## src/rtl/lgr_pkg.sv

```systemverilog
// shared types and constants of the lda gibbs topic resampler
package lgr_pkg;

    // widest index fields that an item can carry between the front and the back
    localparam int TOK_W   = 24;
    localparam int DOC_W   = 20;
    localparam int WORD_W  = 20;
    localparam int TOPIC_W = 10;
    localparam int KLIM_W  = 11;

    // count, weight and denominator term widths
    localparam int CNT_W = 17;
    localparam int WT_W  = 48;
    localparam int VB_W  = 37;

    localparam logic [CNT_W-1:0] COUNT_MAX = '1;

    // configuration register indexes
    localparam logic [1:0] CFG_TOPICS = 2'd0;
    localparam logic [1:0] CFG_VOCAB  = 2'd1;
    localparam logic [1:0] CFG_ALPHA  = 2'd2;
    localparam logic [1:0] CFG_BETA   = 2'd3;

    // item commands
    localparam logic CMD_INIT     = 1'b0;
    localparam logic CMD_RESAMPLE = 1'b1;

    // classified item queued between front and back
    typedef struct packed {
        logic               cmd;
        logic [TOK_W-1:0]   tok;
        logic [DOC_W-1:0]   doc;
        logic [WORD_W-1:0]  word;
        logic [TOPIC_W-1:0] topic;
        logic [31:0]        frac;
    } t_item;

    // configuration as seen by the datapath
    typedef struct packed {
        logic [KLIM_W-1:0] k_lim;
        logic [23:0]       alpha;
        logic [23:0]       beta;
        logic [VB_W-1:0]   vbeta;
    } t_cfg;

    // weight unit request and response
    typedef struct packed {
        logic             start;
        logic [CNT_W-1:0] wc;
        logic [CNT_W-1:0] dc;
        logic [CNT_W-1:0] tc;
    } t_div_req;

    typedef struct packed {
        logic            done;
        logic [WT_W-1:0] weight;
    } t_div_rsp;

    // back status
    typedef struct packed {
        logic clearing;
    } t_bstat;

endpackage

```

## src/rtl/lgr_div.sv

```systemverilog
// weight unit: (wc+beta)(dc+alpha)/(tc+V*beta) by partial products and a bit-serial divide
module lgr_div (
    input  logic             i_clk,
    input  logic             i_rst_n,
    input  lgr_pkg::t_cfg    i_cfg,
    input  lgr_pkg::t_div_req i_req,
    output lgr_pkg::t_div_rsp o_rsp
);
    import lgr_pkg::*;

    localparam logic [2:0] D_IDLE = 3'd0;
    localparam logic [2:0] D_MUL  = 3'd1;
    localparam logic [2:0] D_CHK  = 3'd2;
    localparam logic [2:0] D_DIV  = 3'd3;
    localparam logic [2:0] D_DONE = 3'd4;

    logic [2:0]      r_state;
    logic [5:0]      r_cnt;
    logic [33:0]     r_a;
    logic [33:0]     r_b;
    logic [37:0]     r_d;
    logic [67:0]     r_p;
    logic [37:0]     r_rem;
    logic [WT_W-1:0] r_q;
    logic [16:0]     a_h;
    logic [16:0]     b_h;
    logic [33:0]     prod;
    logic [67:0]     pp;
    logic [38:0]     trial;
    logic            ge;

    // one 17x17 partial product per cycle
    assign a_h  = r_cnt[0] ? r_a[33:17] : r_a[16:0];
    assign b_h  = r_cnt[1] ? r_b[33:17] : r_b[16:0];
    assign prod = a_h * b_h;

    always_comb begin
        unique case (r_cnt[1:0])
            2'd0:    pp = 68'(prod);
            2'd3:    pp = 68'(prod) << 34;
            default: pp = 68'(prod) << 17;
        endcase
    end

    // restoring divide step
    assign trial = {r_rem, r_p[47]};
    assign ge    = (trial >= {1'b0, r_d});

    assign o_rsp.done   = (r_state == D_DONE);
    assign o_rsp.weight = r_q;

    // datapath
    always_ff @(posedge i_clk) begin
        unique case (r_state)
            D_IDLE: begin
                r_a <= 34'({i_req.wc, 16'b0}) + 34'(i_cfg.beta);
                r_b <= 34'({i_req.dc, 16'b0}) + 34'(i_cfg.alpha);
                r_d <= 38'({i_req.tc, 16'b0}) + 38'(i_cfg.vbeta);
                r_p <= '0;
            end
            D_MUL: r_p <= r_p + pp;
            D_CHK: begin
                if ((r_d == '0) || (38'(r_p[67:48]) >= r_d)) r_q <= '1;
                else r_rem <= 38'(r_p[67:48]);
            end
            D_DIV: begin
                if (ge) r_rem <= 38'(trial - {1'b0, r_d});
                else r_rem <= 38'(trial);
                r_q <= {r_q[WT_W-2:0], ge};
                r_p <= {r_p[66:0], 1'b0};
            end
            default: ;
        endcase
    end

    // sequencer
    always_ff @(posedge i_clk) begin
        if (!i_rst_n) begin
            r_state <= D_IDLE;
            r_cnt   <= 6'd0;
        end else begin
            unique case (r_state)
                D_IDLE: begin
                    r_cnt <= 6'd0;
                    if (i_req.start) r_state <= D_MUL;
                end
                D_MUL: begin
                    r_cnt <= r_cnt + 6'd1;
                    if (r_cnt == 6'd3) r_state <= D_CHK;
                end
                D_CHK: begin
                    r_cnt <= 6'd0;
                    if ((r_d == '0) || (38'(r_p[67:48]) >= r_d)) r_state <= D_DONE;
                    else r_state <= D_DIV;
                end
                D_DIV: begin
                    r_cnt <= r_cnt + 6'd1;
                    if (r_cnt == 6'd47) r_state <= D_DONE;
                end
                D_DONE: r_state <= D_IDLE;
                default: r_state <= D_IDLE;
            endcase
        end
    end

endmodule

```

## config.mk

```make
export PLATFORM = sky130hd
export DESIGN_NAME = lgr_div
export DESIGN_NICKNAME = d
export VERILOG_FILES = /design/src/rtl/lgr_pkg.sv /design/src/rtl/lgr_div.sv
export SDC_FILE = /design/constraint.sdc
export NUM_CORES = 1
export LEC_CHECK = 0
export BUFFER_PORTS_ARGS = -buffer_cell sky130_fd_sc_hd__buf_4
export CORE_UTILIZATION = 44
export DETAILED_ROUTE_END_ITERATION = 10
export PLACE_DENSITY_LB_ADDON = 0.12
export SLEW_MARGIN = 15
export SYNTH_ARGS = -nofsm -noshare
export SYNTH_HDL_FRONTEND = slang
export SYNTH_SLANG_ARGS = --single-unit
```

## constraint.sdc

```tcl
create_clock -name i_clk -period 12.8 [get_ports i_clk]
set_input_delay 2.56 -clock i_clk [delete_from_list [all_inputs] [get_ports i_clk]]
set_output_delay 2.56 -clock i_clk [all_outputs]
set_load 0.1 [all_outputs]
```

## Yosys cells after proc, flatten, opt, wreduce, memory -nomap -nowiden

Index checks and enable logic that the tools add are counted.

- Output and inout port bits: 49
- Bits in registers: 269
- Input port bits: 150
- Word-level logic and storage cells: 56

- Order comparisons: 2
- Reductions and logical operators: 12
- $mul: 1
- Eq/ne operators: 12
- Mux-type cells: 15
- $add $sub $neg: 6

Operator list:

| kind | count |
|---|---|
| case mux 68 bit (3 select lines) | 1 |
| case mux 68 bit (2 select lines) | 1 |
| case mux 48 bit (2 select lines) | 1 |
| two-way mux 38 bit | 2 |
| case mux 38 bit (2 select lines) | 1 |
| adder 33 x 24 -> 34 bit | 2 |
| adder 68 bit | 1 |
| two-way mux 48 bit | 1 |
| greater-or-equal comparator 39 x 38 -> 1 bit | 1 |
| adder 33 x 37 -> 38 bit | 1 |
| greater-or-equal comparator 20 x 38 -> 1 bit | 1 |
| zero test 38 bit | 1 |
| subtractor 38 bit | 1 |
| multiplier 17 x 17 -> 34 bit | 1 |
| two-way mux 17 bit | 2 |
| two-way mux 3 bit | 4 |
| case mux 3 bit (4 select lines) | 1 |
| case mux 6 bit (2 select lines) | 1 |
| != test 2 bit (second input constant) | 5 |
| adder 6 x 1 -> 6 bit (second input constant) | 1 |
| == test 3 x 2 -> 1 bit (second input constant) | 2 |
| == test 6 x 2 -> 1 bit (second input constant) | 1 |
| == test 6 bit (second input constant) | 1 |
| AND reduction 2 bit | 2 |
| other kinds (10) | 12 |

## Depth between registers and ports, before layout

Gate-level depths: netlist of the first run.

- Word-level depth: 5
- Depth in mapped cells: 44
- Gate-level depth less buffers: 40

## Worst setup path after synthesis of the first run

No wires, ideal clock.

- Kind: register to register
- Start point: register r_cnt[0]
- End point: register r_p[52] (data pin)
- Clock period less this slack: 9.704 ns
- Cell stages (with the launch flop): 43
- Path slack: 3.096 ns
- Buffers on the path: 4
- Setup time: 0.256 ns
- Arrival: 9.448 ns
- Data required time: 12.544 ns
- Cells stage by stage: dfxtp_1 clkbuf_1 clkbuf_1 buf_1 mux2i_1 nor2_1 fa_1 inv_1 fa_1 fa_1 inv_1 fa_1 fa_1 inv_1 fa_1 inv_1 ha_1 and3_1 [7 not listed] o21ai_0 a21o_1 xor2_1 a22o_1 ha_1 buf_2 nand4_1 nor4_1 a221oi_1 o21ai_0 a21o_1 a31o_4 a21oi_2 nor3b_1 or3_4 o221ai_2 xnor2_1 a22o_1

- Cells in the longest elaborated chain, start to end: 5
- Elaborated cells between the ends (all ways): 7
- Those cells by class: add/sub (1); mul (1); eq/ne (1); mux (3); reduce/logical (1)

RTL lines:

| element | line | text |
|---|---|---|
| start: declaration | lgr_div.sv:18 | `logic [5:0] r_cnt;` |
| start signal: assignment | lgr_div.sv:88 | `r_cnt <= r_cnt + 6'd1;` |
| start signal: assignment | lgr_div.sv:97 | `r_cnt <= r_cnt + 6'd1;` |
| two-way mux 17 bit | lgr_div.sv:33 | `assign a_h = r_cnt[0] ? r_a[33:17] : r_a[16:0];` |
| multiplier 17 x 17 -> 34 bit | lgr_div.sv:35 | `assign prod = a_h * b_h;` |
| case mux 68 bit (2 select lines) (*) | lgr_div.sv:38 | `unique case (r_cnt[1:0])` |
| adder 68 bit (*) | lgr_div.sv:61 | `D_MUL: r_p <= r_p + pp;` |
| case mux 68 bit (3 select lines) (*) | lgr_div.sv:54 | `unique case (r_state)` |
| end signal: assignment | lgr_div.sv:61 |  |
| end signal: assignment | lgr_div.sv:70 | `r_p <= {r_p[66:0], 1'b0};` |
| end: declaration | lgr_div.sv:22 | `logic [67:0] r_p;` |

Every way passes the cells marked *; elsewhere a longest branch is shown, timed or not.
A chain may end at the register's enable or synchronous reset.

## Final worst setup path of the first run

- Start point: register r_cnt[0]
- End point: register r_p[64] (data pin)

Same word-level chain as after synthesis.

==> PnR_summary.wiki, run 1 <==
{| class="wikitable"
! Metric !! Value
|-
| Average via count per standard cell || between 5 and 6
|-
| Starting utilization of the core area || between 40% and 50%
|-
| Cells after Synth || 3012
|-
| Yosys warning total || 0
|-
| Number of iterations in the first detailed-routing pass || 6
|-
| Critical path class || reg -> reg
|-
| Layout net count || 3814
|-
| Post-route DRC violation count || 0
|-
| Remaining max-slew budget at the tightest pin || 17.62%
|-
| Clock-pin slew reported for the worst setup and hold paths after clock tree synthesis || 60 ps
|-
| Share of the cycle needed by the critical path after routing || a little under 90%
|-
| Critical path's largest stage delay || 810 ps
|-
| Total half-perimeter wirelength after legalization and detailed placement || 61.02 mm
|-
| Row count || 92
|-
| Worst endpoint required time || about 13000 ps
|-
| Crit. End Element || flip-flop
|-
| Leading post-synthesis cells by cell area || sky130_fd_sc_hd__edfxtp_1 27%, sky130_fd_sc_hd__fa_1 16%, sky130_fd_sc_hd__ha_1 12%, sky130_fd_sc_hd__inv_1 5.1%, sky130_fd_sc_hd__nand2_1 4.5%
|-
| Standard cell with the maximum stage delay on the critical path || sky130_fd_sc_hd__mux2i_1
|-
| Maximum fanout count along the critical path || 20
|-
| Most used flip-flop cell after synthesis || sky130_fd_sc_hd__edfxtp_1
|-
| Unrepaired setup endpoints after global routing || false
|-
| Area growth, synth to finish || 12.26%
|-
| CTS tree || done
|-
| Data arrival time at the worst-slack endpoint || 11410 ps
|-
| Synthesized netlist net count || 3659
|-
| Total number of clock tree sinks || 269
|-
| Largest net degree at the start of global routing || 91
|-
| Detailed Route WL || just under 80 mm
|-
| Seq cells post-synth || 269
|-
| Distinct cell type count after synthesis || 92
|-
| Final clock skew || about 26 ps
|-
| Clock tree root buffer cell || sky130_fd_sc_hd__clkbuf_16
|-
| Post-route minimum period || 11120 ps
|-
| Overall global routing resource usage || a little under a quarter
|-
| Count of flip-flops with a built-in enable after synthesis || 260
|-
| Hold-fix buffers, CTS || 0
|-
| Post-CTS Setup Inserts || 0
|-
| Cell Area, Synth || approximately 28000 sq um
|-
| Antenna violation net count after detailed routing || 0
|-
| Sum of overflow across all layers after global routing || 0
|-
| Outcome || complete, no violations
|-
| FMAX || 89.95 MHz
|-
| PostCTS Resize Cnt || 0
|-
| Vias in the first global route || 22630
|-
| Via Count || 22290
|-
| Number of antenna violations at the first check in global routing || 0
|-
| Depth of the CTS H-tree || 2
|-
| Fraction of final layout cells with drive strength greater than 1 || between 10% and 20%
|-
| Number of hold violations in the final report || 0
|-
| Chip Width || 256.2 microns
|-
| Clock buffer count from CTS || 34
|-
| Mean area per synthesized cell || ~9.4 sq um
|-
| Type of the worst min-delay path || reg -> reg
|-
| Area of the multi-input gates || between 15000 and 20000 sq um
|-
| Routed WL per cell || 19.22 microns
|-
| Core area || 63430 sq um
|-
| Post-synthesis sequential area ratio || between 20% and 30%
|-
| CTS Buffer Depth || 3
|-
| Ys async rst share || 0%
|-
| Number of max-cap violations || 0
|-
| Critical Path Most Common Cell || sky130_fd_sc_hd__fa_1
|-
| Clk Latency, worst-skew pair || 570 ps
|-
| Most area-hungry cell type in the Yosys netlist || sky130_fd_sc_hd__edfxtp_1
|-
| Transition time at the pin with the least slew margin || around 1200 ps
|-
| Filler cell count || 5914
|-
| Detailed router's first-iteration violation count || 1539
|-
| Setup violations, final || 0
|-
| Proportion of netlist area held by the largest area contributor || 27.47%
|-
| First-pass GRT wire length || between 100 and 150 mm
|-
| Sequential standard cell area || between 7000 and 8000 sq um
|-
| Max-slew violation count || 0
|-
| Number of buffers added on ports || 187
|-
| Antenna diode count || 0
|-
| Die Outline Area || 65630 sq um
|-
| Routability-driven placement congestion ratio || 0.8928
|-
| Setup_tns || 0 ps
|-
| Number of I/O pins || between 150 and 200
|-
| Height of the die || 256.2 microns
|-
| Startpoint kind of the worst setup timing path || flip-flop
|}
cell usage in the layout, fill, tap and decap left out, drive strengths merged, types with 5 or more instances in the layout:
master	n
and3	20
a211oi	10
mux2	34
a21oi	159
nor3	17
o211ai	9
or2	5
a22o	26
nor2b	27
edfxtp	260
nand4	34
ha	268
clkinv	17
inv	389
o21bai	42
nand2b	67
a211o	10
and2	42
xor2	70
dfxtp	9
mux2i	55
clkbuf	38
o22ai	16
a21boi	10
buf	215
a21o	103
a31o	6
nand3	42
o21ai	177
or3	6
nor4	16
xnor2	110
nand2	342
nor2	218
o21a	18
o31ai	14
fa	229
a31oi	11
state kept, by name (all words and copies together) (netlist names):
signal	cells
r_p	68
r_q	48
r_d	38
r_rem	38
r_a	34
r_b	34
r_cnt	6
r_state	3
cells by family (layout without fill, tap and decap cells):
group / Yosys count / in the layout / synth area share [%]
and+or+nand+nor: 848 / 848 / 13.60
adders and majority gates: 497 / 497 / 27.92
xor gates and xnor gates: 180 / 180 / 5.546
muxes: 89 / 89 / 3.284
buffers and inverters: 482 / 663 / 6.422
AOI/OAI and AO/OA: 647 / 647 / 15.13
DFF: 269 / 269 / 28.10
Yosys cell counts, drive strengths merged (67+ instances only):
cell type and count:
xnor2 110, a21o 103, nand2 342, ha 268, clkbuf 82, nor2 218
nand2b 67, inv 386, fa 229, o21ai 177, xor2 70, edfxtp 260
a21oi 159
layout make-up:
type	instances	share of cell area, %
Clock buffer	38	2.713
Multi-Input combinational cell	2261	58.44
Sequential cell	269	25.04
Inverter	386	4.540
Tap cell	846	3.317
Clock inverter	24	0.8900
Timing Repair Buffer	215	5.058
metrics by stage:
step	setup slack (ps)	hold WS, ps	util, %	cell area (sq um)	instances
after floorplan	3096	501.1	-	28430	3012
after global placement	1861	515.3	48.49	30760	3977
after detailed placement	1771	517.2	48.49	30760	3977
after CTS	1778	527.9	50.30	31910	4039
after global routing	1263	559.7	50.31	31910	4039
final	1683	522.6	50.31	31910	4039
worst max-delay path: cells and delay by family, from the launching register on:
| family | cells | cell delay [ps] |
|---|---|---|
| AO/OA/AOI/OAI | 14 | 2920 |
| XOR/XNOR | 2 | 680 |
| adder cells (fa/ha/maj) | 8 | 3930 |
| buffers and inverters | 5 | 610 |
| flip-flops | 1 | 690 |
| multiplexers | 1 | 810 |
| AND/OR/NAND/NOR | 5 | 1160 |
routing by layer:
metal	part of all wire (%)	global-route usage, %	vias to the layer above
li1	-	-	10620
met1	45	31.48	10820
met2	46	39.02	705
met3	5.2	2.709	146
met4	3.7	8.849	0
met5	0	0	-
final timing paths:
check | start | to | slack, ps | depth (start not counted)
max | r_cnt[0]$_SDFFE_PN0P_ | r_p[64]$_DFFE_PP_ | 1680 | 35
min reg2reg | r_q[42]$_SDFFCE_PP1P_ | r_q[43]$_SDFFCE_PP1P_ | 520 | 1
min | r_q[42]$_SDFFCE_PP1P_ | r_q[43]$_SDFFCE_PP1P_ | 520 | 1
max reg2reg | r_cnt[0]$_SDFFE_PN0P_ | r_p[64]$_DFFE_PP_ | 1680 | 35
Power of run 1 is left out: the tool's default activity adds up to more than one toggle a clock period on the data nets, which glitch-free logic cannot reach.
==> run 2: changes to the inputs <==
==> constraint.sdc (replaced) <==
create_clock -name i_clk -period 10.7 [get_ports i_clk]
set_input_delay 1.07 -clock i_clk [delete_from_list [all_inputs] [get_ports i_clk]]
set_output_delay 1.07 -clock i_clk [all_outputs]
set_load 0.1 [all_outputs]
==> run 2 against run 1 <==
Net effect: sequential cell count is the same; clock-buffer cell count grew 6; largest cell class unchanged; via count shrank 0.54%; sequential share of layout area shrank 0.19 points; utilization grew 0.41 points; cell count grew 0.79%; setup slack lost 1100 ps; hold slack gained 7.4 ps.
==> PnR_summary.wiki, run 2 (same netlist as run 1, synthesis figures left out) <==
{| class="wikitable"
! Metric !! Value
|-
| Number of hold violations in the final report || 0 (unchanged)
|-
| Worst endpoint required time || 10980 ps (-2120 ps)
|-
| Type of the worst min-delay path || reg -> reg
|-
| Overall global routing resource usage || 23.72% (+0.21 points)
|-
| Layout net count || 3845 (+0.81%)
|-
| Number of flip-flops under the largest register name || 68 (unchanged)
|-
| Antenna violation net count after detailed routing || 0 (unchanged)
|-
| First-pass GRT wire length || 124.1 mm (+1.2%)
|-
| Via Count || 22160 (-0.54%)
|-
| Routability-driven placement congestion ratio || 0.9539 (+6.8%)
|-
| Final-layout worst hold slack || 530.0 ps (+7.378 ps)
|-
| Transition time at the pin with the least slew margin || 983.5 ps (-217.9 ps)
|-
| Depth of the CTS H-tree || 2 (unchanged)
|-
| Area growth, synth to finish || 13.19%
|-
| Sequential standard cell area || 7995 sq um (about the same)
|-
| Final clock skew || 37.95 ps (+11.67 ps)
|-
| Largest net degree at the start of global routing || 72 (-21%)
|-
| Setup_tns || 0 ps (unchanged)
|-
| Top flop regs || r_p x68, r_q x48
|-
| Startpoint kind of the worst setup timing path || flip-flop
|-
| Total half-perimeter wirelength after legalization and detailed placement || 62.25 mm (+2.0%)
|-
| Core area || 63430 sq um (unchanged)
|-
| Number of buffers added on ports || 187 (unchanged)
|-
| Remaining max-slew budget at the tightest pin || 34.43% (+17 points)
|-
| Area of the multi-input gates || 18660 sq um (about the same)
|-
| Maximum fanout count along the critical path || 17 (-15%)
|-
| Starting utilization of the core area || 44.82% (unchanged)
|-
| Critical Path Most Common Cell || sky130_fd_sc_hd__fa_1
|-
| Number of iterations in the first detailed-routing pass || 6 (unchanged)
|-
| Routed WL per cell || 19.17 microns (-0.27%)
|-
| Detailed Route WL || 78.04 mm (+0.52%)
|-
| Chip Width || 256.2 microns (unchanged)
|-
| CTS tree || done
|-
| Number of max-cap violations || 0 (unchanged)
|-
| Data arrival time at the worst-slack endpoint || 10420 ps (-990 ps)
|-
| Post-route minimum period || 10130 ps (-983.1 ps)
|-
| Clock buffer count from CTS || 35 (+2.9%)
|-
| Die Outline Area || 65630 sq um (unchanged)
|-
| Outcome || complete, no violations
|-
| Most common library cell in the layout ignoring fill and taps || sky130_fd_sc_hd__inv_1
|-
| Height of the die || 256.2 microns (unchanged)
|-
| Row count || 92 (unchanged)
|-
| CTS Buffer Depth || 3 (unchanged)
|-
| Fraction of final layout cells with drive strength greater than 1 || 11.81% (+0.82 points)
|-
| Setup violations, final || 0 (unchanged)
|-
| Antenna diode count || 0 (unchanged)
|-
| Sum of overflow across all layers after global routing || 0 (unchanged)
|-
| Unrepaired setup endpoints after global routing || false
|-
| Share of the cycle needed by the critical path after routing || 94.71% (+7.9 points)
|-
| Total number of clock tree sinks || 269 (unchanged)
|-
| Vias in the first global route || 22690 (+0.27%)
|-
| DP Cell Count || 4007 (+0.75%)
|-
| Critical path's largest stage delay || 540 ps (-270 ps)
|-
| Clock tree root buffer cell || sky130_fd_sc_hd__clkbuf_16
|-
| Reg with most FFs || r_p
|-
| Filler cell count || 5901 (-0.22%)
|-
| Max-slew violation count || 0 (unchanged)
|-
| Detailed router's first-iteration violation count || 1370 (-11%)
|-
| Number of antenna violations at the first check in global routing || 0 (unchanged)
|-
| Standard cell with the maximum stage delay on the critical path || sky130_fd_sc_hd__fa_1
|-
| Average via count per standard cell || 5.444 (-1.3%)
|-
| Post-layout instance count excluding filler cells || 4071 (+0.79%)
|-
| Critical path class || reg -> reg
|-
| Clk Latency, worst-skew pair || 570 ps (about the same)
|-
| Crit. End Element || flip-flop
|-
| Post-route DRC violation count || 0 (unchanged)
|-
| Number of I/O pins || 199 (unchanged)
|-
| FMAX || 98.68 MHz (+9.7%)
|-
| Clock-pin slew reported for the worst setup and hold paths after clock tree synthesis || 50 ps (about the same)
|-
| Top library cells by usage in the layout, fill and taps aside || 385 x sky130_fd_sc_hd__inv_1, 342 x sky130_fd_sc_hd__nand2_1, 268 x sky130_fd_sc_hd__ha_1
|}
[run 2: critical path: cells and delay by family (launching register included)]
| kind | cells | cell delay (ps) |
|---|---|---|
| buffers and inverters | 6 | 550 |
| AND/OR/NAND/NOR | 8 | 1580 |
| flip-flops | 1 | 520 |
| AO/OA/AOI/OAI | 14 | 2590 |
| XOR/XNOR | 2 | 220 |
| adder cells (fa/ha/maj) | 8 | 3850 |
| multiplexers | 1 | 490 |
[run 2: final timing paths]
| check | from | end | slack (ps) | cells after the start |
|---|---|---|---|---|
| max reg2reg | r_cnt[0]$_SDFFE_PN0P_ | r_p[65]$_DFFE_PP_ | 570 | 39 |
| min | r_q[36]$_SDFFCE_PP1P_ | r_q[37]$_SDFFCE_PP1P_ | 530 | 1 |
| max | r_cnt[0]$_SDFFE_PN0P_ | r_p[65]$_DFFE_PP_ | 570 | 39 |
| min reg2reg | r_q[36]$_SDFFCE_PP1P_ | r_q[37]$_SDFFCE_PP1P_ | 530 | 1 |
[run 2: metal layers]
layer | GRT usage (%) | up-vias | routed length [microns]
li1 | - | 10680 | -
met1 | 31.27 | 10780 | 34900
met2 | 40.06 | 578 | 36720
met3 | 2.590 | 125 | 3481
met4 | 8.899 | 0 | 2941
met5 | 0 | - | 0
[run 2: stage by stage]
| stage | worst slack, ps | util (%) | area [sq um] |
|---|---|---|---|
| floorplan | 996.1 | - | 28430 |
| global placement | 518.1 | 48.89 | 31010 |
| detailed placement | 458.8 | 48.89 | 31010 |
| CTS | 418.8 | 50.70 | 32150 |
| global route | 59.95 | 50.73 | 32170 |
| finish | 565.9 | 50.73 | 32170 |
[run 2: final cells by class]
| type | count | share of cell area [%] |
|---|---|---|
| Timing Repair Buffer | 245 | 5.794 |
| Clock buffer | 44 | 2.858 |
| Inverter | 386 | 4.503 |
| Clock inverter | 20 | 0.7116 |
| Multi-Input combinational cell | 2261 | 57.99 |
| Tap cell | 846 | 3.290 |
| Sequential cell | 269 | 24.85 |
[run 2: what timing repair did]
action,CTS,global route
gates resized for setup,0,2
endpoints found under the setup margin,0,3
hold buffers,0,0
buffers inserted,0,0
Power of run 2 is left out for the same reason.
