===== src/rtl/lgr_pkg.sv =====
// shared types and constants of the lda gibbs topic resampler
package lgr_pkg;

    // widest index fields that an item can carry between the front and the back
    localparam int TOK_W   = 24;
    localparam int DOC_W   = 20;
    localparam int WORD_W  = 20;
    localparam int TOPIC_W = 10;
    localparam int KLIM_W  = 11;

    // count, weight and denominator term widths
    localparam int CNT_W = 17;
    localparam int WT_W  = 48;
    localparam int VB_W  = 37;

    localparam logic [CNT_W-1:0] COUNT_MAX = '1;

    // configuration register indexes
    localparam logic [1:0] CFG_TOPICS = 2'd0;
    localparam logic [1:0] CFG_VOCAB  = 2'd1;
    localparam logic [1:0] CFG_ALPHA  = 2'd2;
    localparam logic [1:0] CFG_BETA   = 2'd3;

    // item commands
    localparam logic CMD_INIT     = 1'b0;
    localparam logic CMD_RESAMPLE = 1'b1;

    // classified item queued between front and back
    typedef struct packed {
        logic               cmd;
        logic [TOK_W-1:0]   tok;
        logic [DOC_W-1:0]   doc;
        logic [WORD_W-1:0]  word;
        logic [TOPIC_W-1:0] topic;
        logic [31:0]        frac;
    } t_item;

    // configuration as seen by the datapath
    typedef struct packed {
        logic [KLIM_W-1:0] k_lim;
        logic [23:0]       alpha;
        logic [23:0]       beta;
        logic [VB_W-1:0]   vbeta;
    } t_cfg;

    // weight unit request and response
    typedef struct packed {
        logic             start;
        logic [CNT_W-1:0] wc;
        logic [CNT_W-1:0] dc;
        logic [CNT_W-1:0] tc;
    } t_div_req;

    typedef struct packed {
        logic            done;
        logic [WT_W-1:0] weight;
    } t_div_rsp;

    // back status
    typedef struct packed {
        logic clearing;
    } t_bstat;

endpackage


===== src/rtl/lgr_fifo.sv =====
// two-entry item queue between front and back
module lgr_fifo (
    input  logic           i_clk,
    input  logic           i_rst_n,
    input  logic           i_push,
    input  lgr_pkg::t_item i_data,
    output logic           o_full,
    input  logic           i_pop,
    output lgr_pkg::t_item o_data,
    output logic           o_empty
);
    import lgr_pkg::*;

    t_item      r_mem [2];
    logic       r_wp;
    logic       r_rp;
    logic [1:0] r_cnt;

    assign o_full  = (r_cnt == 2'd2);
    assign o_empty = (r_cnt == 2'd0);
    assign o_data  = r_mem[r_rp];

    // storage
    always_ff @(posedge i_clk) begin
        if (i_push && !o_full) r_mem[r_wp] <= i_data;
    end

    // pointers and fill
    always_ff @(posedge i_clk) begin
        if (!i_rst_n) begin
            r_wp  <= 1'b0;
            r_rp  <= 1'b0;
            r_cnt <= 2'd0;
        end else begin
            if (i_push && !o_full) r_wp <= ~r_wp;
            if (i_pop && !o_empty) r_rp <= ~r_rp;
            if ((i_push && !o_full) && !(i_pop && !o_empty)) r_cnt <= r_cnt + 2'd1;
            else if (!(i_push && !o_full) && (i_pop && !o_empty)) r_cnt <= r_cnt - 2'd1;
        end
    end

endmodule


===== config.mk =====
export PLATFORM = sky130hd
export DESIGN_NAME = lgr_fifo
export DESIGN_NICKNAME = d
export VERILOG_FILES = /design/src/rtl/lgr_pkg.sv /design/src/rtl/lgr_fifo.sv
export SDC_FILE = /design/constraint.sdc
export NUM_CORES = 1
export LEC_CHECK = 0
export ABC_AREA = 1
export BUFFER_PORTS_ARGS = -buffer_cell sky130_fd_sc_hd__buf_2
export CAP_MARGIN = 0
export CELL_PAD_IN_SITES_DETAIL_PLACEMENT = 0
export CELL_PAD_IN_SITES_GLOBAL_PLACEMENT = 1
export CORE_MARGIN = 3
export CORE_UTILIZATION = 47
export CTS_CLUSTER_DIAMETER = 40
export CTS_CLUSTER_SIZE = 28
export DETAILED_ROUTE_END_ITERATION = 10
export HOLD_SLACK_MARGIN = 0.15
export PLACE_DENSITY_LB_ADDON = 0.3
export SLEW_MARGIN = 25
export SYNTH_ARGS = -nofsm -noshare
export SYNTH_HDL_FRONTEND = slang
export SYNTH_SLANG_ARGS = --single-unit

===== constraint.sdc =====
create_clock -name i_clk -period 20.4 [get_ports i_clk]
set_input_delay 4.08 -clock i_clk [delete_from_list [all_inputs] [get_ports i_clk]]
set_output_delay 4.08 -clock i_clk [all_outputs]
set_load 0.1 [all_outputs]

Word-level counts from Yosys, hierarchy flattened --
Memories as Yosys holds them, arrays and structs flattened. A register that Yosys moved wholly into a read port is not among the register bits. Cells that the tools add are included.
Storage, ports and cells: register bits 4, bits in writable memories 214, bits of input ports 111, output and inout port bits 109, memories 1
Cells by class: add/subtract/negate cells 2, eq/ne operators 1, multiplexer cells 6, bitwise gates (word level) 2, reduce and logical (&&, ||, !) cells 10
Memory list:
- r_mem | depth 2, width 107, read ports 1, clocked after Yosys merged registers in 1, wr ports 1, RTL line lgr_fifo.sv:14 | t_item r_mem [2];
Operator list (count):
- $logic_and A1 B1 Y1 | 4
- $logic_not A1 Y1 | 4
- $mux W1 | 4
- $mux W2 | 2
- $add A2 B1 Y2 const B | 1
- $eq A2 B2 Y1 const B | 1
- $logic_not A2 Y1 | 1
- $not A1 Y1 | 2
- $reduce_bool A2 Y1 | 1
- $sub A2 B1 Y2 const B | 1

Depth between registers and ports, before layout --
Gate-level depths: netlist of run 1.
depth after elaboration 7, mapped depth 10, depth with buffers taken out 10

Worst setup path after synthesis of run 1 --
OpenSTA, ideal clock, no wires.
path type input to register, from input port i_push, to memory r_mem[0][0] in the netlist's numbering (enable), arrival 8.686 ns, path slack 11.139 ns, cell stages on the path 2, buffers on the path 0, path through o21ai_0 -> nor2_1
On the way: cells in the longest elaborated chain, start to end 3
RTL lines:
- start, declared | RTL line lgr_fifo.sv:5 | input logic i_push,
- $logic_and A1 B1 Y1 | RTL line lgr_fifo.sv:25 | if (i_push && !o_full) r_mem[r_wp] <= i_data;
- $mux W1 | RTL line lgr_fifo.sv:25
- $mux W1 (implied by the code) | RTL line lgr_fifo.sv:25
- end, declared | RTL line lgr_fifo.sv:14
Every way passes these cells.

==> summary.md, run 1 <==
| Metric | Value |
|---|---|
| Run status | `completed` |
| Total die area | `between 0.015 and 0.02 mm²` |
| Stages on worst setup path | `3` |
| Cell Pwr Density | `between 150 and 200 mW/mm²` |
| Hold depth | `2` |
| Synthesized Nets | `between 400 and 500` |
| PortBufs | `219` |
| Crit-path leading delay family | `buffers and inverters` |
| Crit-path cells | `buf_6 -> mux2_2 -> buf_2` |
| Hold_buf cts | `0` |
| Via/cell ratio | `just under 5` |
| Mux cell area share after synthesis | `16.3%` |
| Top-level port count | `220` |
| Final Net Count | `724` |
| CTS tree | `yes` |
| Initial antenna violation count | `2` |
| Slew @ Worst Pin | `0.926 ns` |
| Crit. End Element | `output pin` |
| Die height | `137 µm` |
| Hold WC Path Type | `reg -> reg` |
| RSZ-0062 raised after global routing | `false` |
| Max rail drop VDD | `0.0000987 V` |
| DP HPWL | `just under 10000 µm` |
| Initial core utilization | `48.4%` |
| Worst-Skew Late Latency | `approximately 0.50 ns` |
| Buffers and inverters on the worst path | `2` |
| CTS max path bufs | `3` |
| Final worst slack | `13.66 ns` |
| Syn Area/Cell | `21.8 µm²` |
| #FFs+latches synth | `219` |
| Num rows | `between 40 and 50` |
| FF/Latch Area | `0.00653 mm²` |
| Xor/xnor share of the synthesized area | `0%` |
| GRT Total Usage | `between 10% and 20%` |
| Ys Warns | `0` |
| Post-synth top area cell | `edfxtp_1` |
| Core region area | `0.0167 mm²` |
| Worst setup SP type | `register` |
| Area contributors post-synth | `edfxtp_1 80%, mux2_2 11%, mux2_4 5.6%, dfxtp_1 1.2%, buf_6 0.70%` |
| Post-CTS setup buffers | `0` |
| Worst Path Required | `16.32 ns` |
| R2R cell count | `3` |
| Worst Clk Skew | `0.00784 ns` |
| Synth Area in Adders | `0.155%` |
| Routed wire per std cell | `17.7 µm` |
| Vias in the first global route | `4417` |
| Compound-cell area share of the yosys netlist | `less than 1%` |
| Crit Path Max Fanout | `76` |
| Share of cells above drive strength 1 | `between 50% and 60%` |
| Setup-failing EPs final | `0` |
| Cell Count, Final, Fillers Out | `853` |
| DRT iter0 DRCs | `~240` |
| Post-synth top area share | `between 70% and 80%` |
| CTS buffer count | `27` |
| Area delta synth->final | `28.3%` |
| Wirelength, routed | `15100 µm` |
| Synthesized instance count | `371` |
| DP Cell Count | `803` |
| Largest family of logic cells by synthesized area | `multiplexers` |
| Worst path max stage delay | `0.67 ns` |
| Clk sink count | `219` |
| Post-Synth Simple-Gate Area | `less than 1%` |
| Area post-placement | `0.00944 mm²` |
| Post-Syn Area | `0.00808 mm²` |
| Slew Viols, Final | `0` |
| DRT Pass-1 Iters | `4` |
| WP data arrival | `2.66 ns` |
| Grt ovf | `0` |
| Clk slew on worst S/H paths | `~0.060 ns` |
| Leakage | `0.00396 µW` |
| Fill cells | `1220` |
| Yosys cell types | `14` |
| Post_cts resized | `0` |
| Fin Setup TNS | `0 ns` |
| Hold Fails Final Rpt | `0` |
| Largest net degree at the start of global routing | `77` |
| Footprint of the multi-input gates | `0.00144 mm²` |
| Max_cap viols | `0` |
| First-pass GRT wire length | `22600 µm` |
| Post-route DRC | `0` |
| Gpl congestion | `between 0.7 and 0.8` |
| H-tree depth | `1` |
| Sequential element share of the synthesized area | `80.8%` |
| Final ANT Viol Nets | `0` |
| Worst path slowest cell | `buf_6` |
| Setup CP Type | `reg -> out` |
| Vias | `around 4200` |
| Fin crit period | `6.74 ns` |
| Slew margin rel. | `a little under two fifths` |
| Post-route cell area | `0.0104 mm²` |
| Pre-CTS WS | `~14 ns` |
| Period utilization | `33.1%` |
| Root Driver | `clkbuf_16` |
| Max frequency | `148 MHz` |
| Die Wd | `approximately 140 µm` |
## registers in the layout, indices dropped and copies added, names as in the netlist, named ones only
register and flops:
r_rp 1, r_mem 214, r_cnt 2, r_wp 1
## through the flow
step / utilization (%) / hold slack [ns] / total power [µW]
2_1_floorplan: - / 0.467 / 1210
3_3_place_gp: 56.3 / 0.487 / 1300
3_5_place_dp: 56.5 / 0.497 / 1310
4_1_cts: 62.0 / 0.511 / 1790
5_1_grt: 62.0 / 0.552 / 1830
6_report: 62.1 / 0.509 / 1770
## worst paths after layout
path | startpoint | to | slack [ns]
worst max register to register | r_cnt[0]$_SDFFE_PN0P_ | r_mem[1][18]$_DFFE_PP_ | 17.81
worst min register to register | r_rp$_SDFFE_PN0P_ | r_rp$_SDFFE_PN0P_ | 0.51
worst min-delay path | r_rp$_SDFFE_PN0P_ | r_rp$_SDFFE_PN0P_ | 0.51
worst max-delay path | register | o_data[59] | 13.66
## synthesized netlist by cell type
cell and n:
mux2_4 30, o21ai_0 3, nand3_1 1, buf_2 7, mux2_2 77, dfxtp_1 5
nor2_1 11, edfxtp_1 214, a21oi_1 1, nand2_1 6, ha_1 1, buf_6 5
inv_1 9, nand4_1 1
## layout make-up
cell class                      instances  area share (%)
Timing Repair Buffer                  224            11.2
Antenna cell                            1          0.0241
Inverter                                9           0.326
Tap cell                              220            2.66
Multi-Input combinational cell        131            13.9
Sequential cell                       219            63.0
Clock inverter                         20            2.34
Clock buffer                           29            6.59
## where the power goes
group / leakage [µW] / switching, µW / total (µW) / internal, µW
sequential: 0.00204 / 21.8 / 592 / 570
combinational: 0.00148 / 572 / 700 / 128
clock: 0.000435 / 172 / 477 / 305
## cell usage in the layout (no fill, tap or decap), drive strengths merged
cell type | synthesis | final
nand4 | 1 | 1
inv | 9 | 9
clkbuf | 0 | 29
dfxtp | 5 | 5
bufinv | 0 | 5
nor2 | 11 | 11
edfxtp | 214 | 214
diode | 0 | 1
clkinvlp | 0 | 5
mux2 | 107 | 107
o21ai | 3 | 3
ha | 1 | 1
a21oi | 1 | 1
nand3 | 1 | 1
nand2 | 6 | 6
clkinv | 0 | 10
buf | 12 | 224
## cells by family (layout without fill, tap and decap cells)
kind of cell               count (synthesis)  after routing
DFF                                      219            219
muxes                                    107            107
adders and majority gates                  1              1
AOI/OAI and AO/OA                          4              4
other                                      0              1
buffers and inverters                     21            282
and+or+nand+nor                           19             19
## worst register-to-register path, delay by kind of cell, from the launching register on
family	cells	cell delay, ns
buf+inv	1	0.83
simple gates	1	0.61
flops	1	0.40
compound gates	1	0.31
## routing by layer
metal | vias to the layer above | track usage [%] | routed length (µm)
met5 | - | 0 | 27
met4 | 4 | 4.21 | 284
met3 | 32 | 5.26 | 1460
met2 | 172 | 25.8 | 7270
met1 | 2010 | 19.3 | 6030
li1 | 1944 | - | -
Power figures use the tool's default switching activity.
==> inputs of run 2 (changes only) <==
Settings changed: CORE_UTILIZATION 47 to 40.
Clock period 20.4 ns to 6.15 ns, I/O delays scaled along.
==> run 2 against run 1 <==
Utilization down 8.6 points. Clock skew up 0.0024 ns. Non-clock buffer count up 1. Sequential share of layout area down 0.90 points. Sequential power rose to 3.3 times the previous value. Hold slack worse by 0.012 ns. Critical path depth unchanged. Final cell count up 5.6%. Via count up 0.14%.
==> summary.md, run 2 (synthesis results as in run 1) <==
| Metric | Value |
|---|---|
| Footprint of the multi-input gates | `0.00144 mm² (unchanged)` |
| P_sw | `2630 µW (+240%)` |
| R2R cell count | `9 (+6)` |
| Crit Path Max Fanout | `50 (-34%)` |
| Diodes inserted | `0 (-1)` |
| Hold_sp | `r_rp$_SDFFE_PN0P_` |
| Max_cap viols | `0 (unchanged)` |
| Hold_buf cts | `0 (unchanged)` |
| Hold WC Path Type | `reg -> reg` |
| Top-level port count | `220 (unchanged)` |
| Setup-failing EPs final | `0 (unchanged)` |
| Final ANT Viol Nets | `0 (unchanged)` |
| Post-CTS setup buffers | `0 (unchanged)` |
| Largest net degree at the start of global routing | `62 (-19%)` |
| Post_cts resized | `0 (unchanged)` |
| Flop pwr share | `32.6% (-0.8 points)` |
| RSZ-0062 raised after global routing | `false` |
| Comb pwr share | `38.7% (-0.9 points)` |
| Gpl congestion | `0.711 (-4.5%)` |
| Num rows | `51 (+8.5%)` |
| CTS max path bufs | `3 (unchanged)` |
| Crit. End Element | `output pin` |
| Cell Count, Final, Fillers Out | `901 (+5.6%)` |
| Switching share of power | `43.8% (+0.52 points)` |
| Most common cell after layout, fill and taps aside | `buf_2` |
| Worst Clk Skew | `0.0102 ns (+0.00239 ns)` |
| DP Cell Count | `849 (+5.7%)` |
| CTS tree | `yes` |
| Initial core utilization | `41.1% (-7.3 points)` |
| Crit-path cells | `buf_4 -> mux2_2 -> buf_2` |
| Cell Pwr Density | `571 mW/mm² (+230%)` |
| Max reg flops | `214 (unchanged)` |
| DRT Pass-1 Iters | `5 (+1)` |
| Fill cells | `1609 (+32%)` |
| Buffers and inverters on the worst path | `2 (unchanged)` |
| Clock power share | `28.7% (+1.7 points)` |
| Die height | `148 µm (+8.0%)` |
| Vias in the first global route | `4416 (-0.023%)` |
| Reg2Reg Setup Slack | `4.16 ns (-13.65 ns)` |
| Worst-Skew Late Latency | `0.52 ns (+0.02 ns)` |
| Via/cell ratio | `4.63 (-5.2%)` |
| Slew Viols, Final | `0 (unchanged)` |
| Area delta synth->final | `30.2%` |
| Hold depth | `2 (unchanged)` |
| Slew margin rel. | `44.2% (+5.9 points)` |
| Setup CP Type | `reg -> out` |
| Worst R2R End | `r_cnt[1]$_SDFFE_PN0P_` |
| Worst setup SP type | `register` |
| Root Driver | `clkbuf_16` |
| CTS buffer count | `28 (+3.7%)` |
| Max frequency | `267 MHz` |
| DRT iter0 DRCs | `265 (+12%)` |
| WP data arrival | `2.52 ns (-0.14 ns)` |
| DP HPWL | `10300 µm (+3.4%)` |
| Reg with most FFs | `r_mem` |
| Leakage | `0.00402 µW (+1.6%)` |
| Fin crit period | `3.75 ns` |
| PortBufs | `219 (unchanged)` |
| Wirelength, routed | `15400 µm (+2.1%)` |
| Vias | `4168 (+0.14%)` |
| Grt ovf | `0 (unchanged)` |
| Clk sink count | `219 (unchanged)` |
| Clk slew on worst S/H paths | `0.06 ns (about the same)` |
| Biggest regs | `r_mem: 214 flops, r_cnt: 2 flops` |
| Post-route DRC | `0 (unchanged)` |
| Period utilization | `61.0%` |
| Worst Path Required | `4.92 ns (-11.40 ns)` |
| Initial antenna violation count | `3 (+1)` |
| Launching point of the worst reg2reg path | `r_cnt[1]$_SDFFE_PN0P_` |
| Routed wire per std cell | `17.1 µm (-3.4%)` |
| Commonest non-fill, non-tap cells in the layout | `219 x buf_2, 214 x edfxtp_1, 77 x mux2_2` |
| Crit-path leading delay family | `buffers and inverters` |
| Hold Fails Final Rpt | `0 (unchanged)` |
| GRT Total Usage | `13.4% (-2.0 points)` |
| Run status | `completed` |
| H-tree depth | `1 (unchanged)` |
| Final Net Count | `726 (+0.28%)` |
| Die Wd | `148 µm (+8.0%)` |
| Core region area | `0.0197 mm² (+18%)` |
| Max rail drop VDD | `0.000294 V (+200%)` |
| FF/Latch Area | `0.00653 mm² (unchanged)` |
| Worst path slowest cell | `buf_4` |
| Int Power | `3370 µW (+240%)` |
| First-pass GRT wire length | `23300 µm (+3.2%)` |
| Slew @ Worst Pin | `0.837 ns (-0.0884 ns)` |
| Share of cells above drive strength 1 | `60.7% (+1.2 points)` |
| Worst path max stage delay | `0.61 ns (-0.06 ns)` |
| Total die area | `0.0219 mm² (+17%)` |
| Fin Setup TNS | `0 ns (unchanged)` |
[run 2: power groups by stage]
stage | registers [µW] | logic, µW | clock network [µW]
floorplan | 1990 | 2040 | 0
global placement | 1980 | 2330 | 0
detailed placement | 1990 | 2340 | 0
CTS | 1960 | 2340 | 1780
global route | 1980 | 2400 | 1840
finish | 1960 | 2320 | 1720
[run 2: through the flow]
step	utilization, %	power, µW	hold slack, ns	setup slack (ns)	cell area, µm²
after floorplan	-	4030	0.467	-0.261	8080
after global placement	48.2	4310	0.486	2.92	9480
after detailed placement	48.2	4330	0.491	2.91	9480
after CTS	53.5	6080	0.501	2.33	10500
after global routing	53.5	6220	0.550	2.26	10500
final	53.5	6000	0.497	2.40	10500
[run 2: worst max path at each step]
| stage | to | from | depth (start not counted) | slack (ns) |
|---|---|---|---|---|
| after global placement | o_data[101] | register | 3 | 2.92 |
| after detailed placement | o_data[101] | register | 3 | 2.91 |
| after CTS | o_data[101] | register | 3 | 2.33 |
| after global routing | o_data[101] | register | 3 | 2.26 |
| final | o_data[101] | register | 3 | 2.40 |
| after floorplan | r_mem[0][0]$_DFFE_PP_ | i_push | 2 | -0.26 |
[run 2: worst min-delay path: cells and delay by family (launching register included)]
family / cells / cell delay, ns
DFF: 1 / 0.33
and+or+nand+nor: 2 / 0.14
[run 2: final cells by class]
class	instances	share of cell area, %
multi-input combinational	131	13.7
clock buffer	29	6.90
sequential	219	62.1
tap	265	3.15
timing repair buffer	225	10.9
clock inverter	23	2.97
inverter	9	0.321
[run 2: layer usage]
layer / vias to the layer above / GRT usage [%] / wire, µm
li1: 1955 / - / -
met1: 2004 / 16.7 / 6310
met2: 173 / 22.3 / 7400
met3: 30 / 4.78 / 1420
met4: 6 / 3.88 / 229
met5: - / 0 / 33
==> inputs of run 3 (changes only) <==
Clock period 6.15 ns to 3.3 ns, I/O delays scaled along.
==> run 3 against run 2 <==
Setup slack got worse by 2.0 ns. Largest power group unchanged. First-iteration DRC count fell by 42%. Sequential power rose by 86%. Clock-buffer cell count rose by 5. Register-to-register slack got worse by 2.8 ns. Critical path type unchanged. Global-route usage rose by 0.38 points. Design area fell by 0.71%. Combinational power rose by 88%. Power rose by 81%. Die area did not move. Clock skew rose by 0.0037 ns. Highest routed layer unchanged.
==> summary.md, run 3 (synthesis results as in run 1) <==
| Metric | Value |
|---|---|
| CTS max path bufs | `3 (unchanged)` |
| Initial core utilization | `41.1% (unchanged)` |
| Die Wd | `148 µm (unchanged)` |
| Setup CP Type | `reg -> out` |
| Period utilization | `87.8%` |
| Post-route DRC | `0 (unchanged)` |
| Vias in the first global route | `4578 (+3.7%)` |
| Diodes inserted | `0 (unchanged)` |
| Hold WS | `0.325 ns (-0.172 ns)` |
| CTS tree | `yes` |
| DRT Pass-1 Iters | `6 (+1)` |
| Worst-Skew Late Latency | `0.52 ns (about the same)` |
| Total die area | `0.0219 mm² (unchanged)` |
| Clk slew on worst S/H paths | `0.06 ns (about the same)` |
| Most common cell after layout, fill and taps aside | `buf_2` |
| Crit Path Max Fanout | `49 (-2.0%)` |
| Leakage | `0.00397 µW (-1.3%)` |
| Initial antenna violation count | `1 (-2)` |
| WP data arrival | `2.24 ns (-0.28 ns)` |
| Slew Viols, Final | `0 (unchanged)` |
| Reg with most FFs | `r_mem` |
| Area delta synth->final | `29.3%` |
| Post_cts resized | `0 (unchanged)` |
| Crit. End Element | `output pin` |
| Root Driver | `clkbuf_16` |
| Max rail drop VDD | `0.000728 V (+150%)` |
| Met3 Resource Use GR | `5.30% (+0.52 points)` |
| Routed wire per std cell | `17.1 µm (-0.14%)` |
| Hold_buf cts | `0 (unchanged)` |
| Top-level port count | `220 (unchanged)` |
| Final Net Count | `727 (+0.14%)` |
| Cell Pwr Density | `1040 mW/mm² (+82%)` |
| Buffers and inverters on the worst path | `2 (unchanged)` |
| GRT Total Usage | `13.8% (+0.38 points)` |
| Grt ovf | `0 (unchanged)` |
| Crit-path leading delay family | `flip-flops` |
| Pre-CTS WS | `0.908 ns (-2.00 ns)` |
| Utilization after layout | `53.1% (-0.38 points)` |
| Worst setup SP type | `register` |
| Worst path slowest cell | `dfxtp_4` |
| Wirelength, routed | `15400 µm (about the same)` |
| Core region area | `0.0197 mm² (unchanged)` |
| Max frequency | `345 MHz` |
| Crit-path cells | `buf_12 -> mux2_2 -> buf_2` |
| Share of cells above drive strength 1 | `59.8% (-0.88 points)` |
| H-tree depth | `1 (unchanged)` |
| Hold Fails Final Rpt | `0 (unchanged)` |
| Hold WC Path Type | `in -> reg` |
| Setup-failing EPs final | `0 (unchanged)` |
| Clk sink count | `219 (unchanged)` |
| CTS buffer count | `29 (+3.6%)` |
| Met2 usage | `22.9% (+0.66 points)` |
| Vias | `4183 (+0.36%)` |
| DP HPWL | `10200 µm (-0.24%)` |
| Max reg flops | `214 (unchanged)` |
| Largest net degree at the start of global routing | `66 (+6.5%)` |
| GRT Max-Usage Layer | `met2` |
| Gpl congestion | `0.741 (+4.2%)` |
| Post-CTS setup buffers | `0 (unchanged)` |
| Worst path max stage delay | `0.66 ns (+0.05 ns)` |
| Worst Path Required | `2.64 ns (-2.28 ns)` |
| Die height | `148 µm (unchanged)` |
| Run status | `completed` |
| PortBufs | `219 (unchanged)` |
| Num rows | `51 (unchanged)` |
| Slew @ Worst Pin | `0.799 ns (-0.0387 ns)` |
| Slew margin rel. | `46.2% (+2.0 points)` |
| Fin Setup TNS | `0 ns (unchanged)` |
| DRT iter0 DRCs | `155 (-42%)` |
| Final worst slack | `0.403 ns (-2.00 ns)` |
| Final ANT Viol Nets | `0 (unchanged)` |
| Worst Clk Skew | `0.0140 ns (+0.00373 ns)` |
| M1 GR Usage | `17.2% (+0.46 points)` |
| Via/cell ratio | `4.64 (+0.25%)` |
| First-pass GRT wire length | `24200 µm (+3.7%)` |
| Commonest non-fill, non-tap cells in the layout | `219 x buf_2, 214 x edfxtp_1, 77 x mux2_2` |
| Biggest regs | `r_mem: 214 flops, r_cnt: 2 flops` |
| RSZ-0062 raised after global routing | `false` |
| Fin crit period | `between 2 and 3 ns` |
| Max_cap viols | `0 (unchanged)` |
run 3: per-stage QoR:
step,area (µm²),total power (µW),std cells
global route,10400,11300,902
detailed placement,9530,8110,849
finish,10400,10900,902
floorplan,8080,7480,371
CTS,10400,11000,902
global placement,9530,8070,849
run 3: area by class of cell:
cell class	count	area [µm²]
Sequential cell	219	6530
Clock inverter	19	169
Fill cell	1678	9210
Tap cell	265	332
Timing Repair Buffer	225	1190
Multi-Input combinational cell	131	1440
Inverter	9	33.8
Clock buffer	34	744
run 3: per-layer routing:
layer	wire length [µm]	up-vias	part of all wire, %
met2	7460	178	48
met3	1590	28	10
li1	-	1950	-
met1	6070	2025	39
met5	13	-	0.084
met4	260	2	1.7
run 3: power by group:
part	internal [µW]	switching, µW	leakage [µW]	total, µW
combinational	816	3540	0.00150	4360
sequential	3520	136	0.00204	3650
clock	1720	1140	0.000434	2860
run 3: final timing paths:
check                                            from               endpoint  slack [ns]  cells past startpoint
worst max register to register  r_cnt[1]$_SDFFE_PN0P_  r_cnt[0]$_SDFFE_PN0P_        1.34                      6
worst min register to register      r_rp$_SDFFE_PN0P_      r_rp$_SDFFE_PN0P_        0.50                      2
worst max-delay path                         register             o_data[46]        0.40                      3
worst min-delay path                        i_data[5]  r_mem[1][5]$_DFFE_PP_        0.33                      1
run 3: worst reg2reg max path: stages (launching register included):
cell and delay, ns:
dfxtp_1 0.34, inv_1 0.07, o21ai_0 0.63, inv_1 0.15, ha_1 0.35, o21ai_0 0.23
a21oi_1 0.07
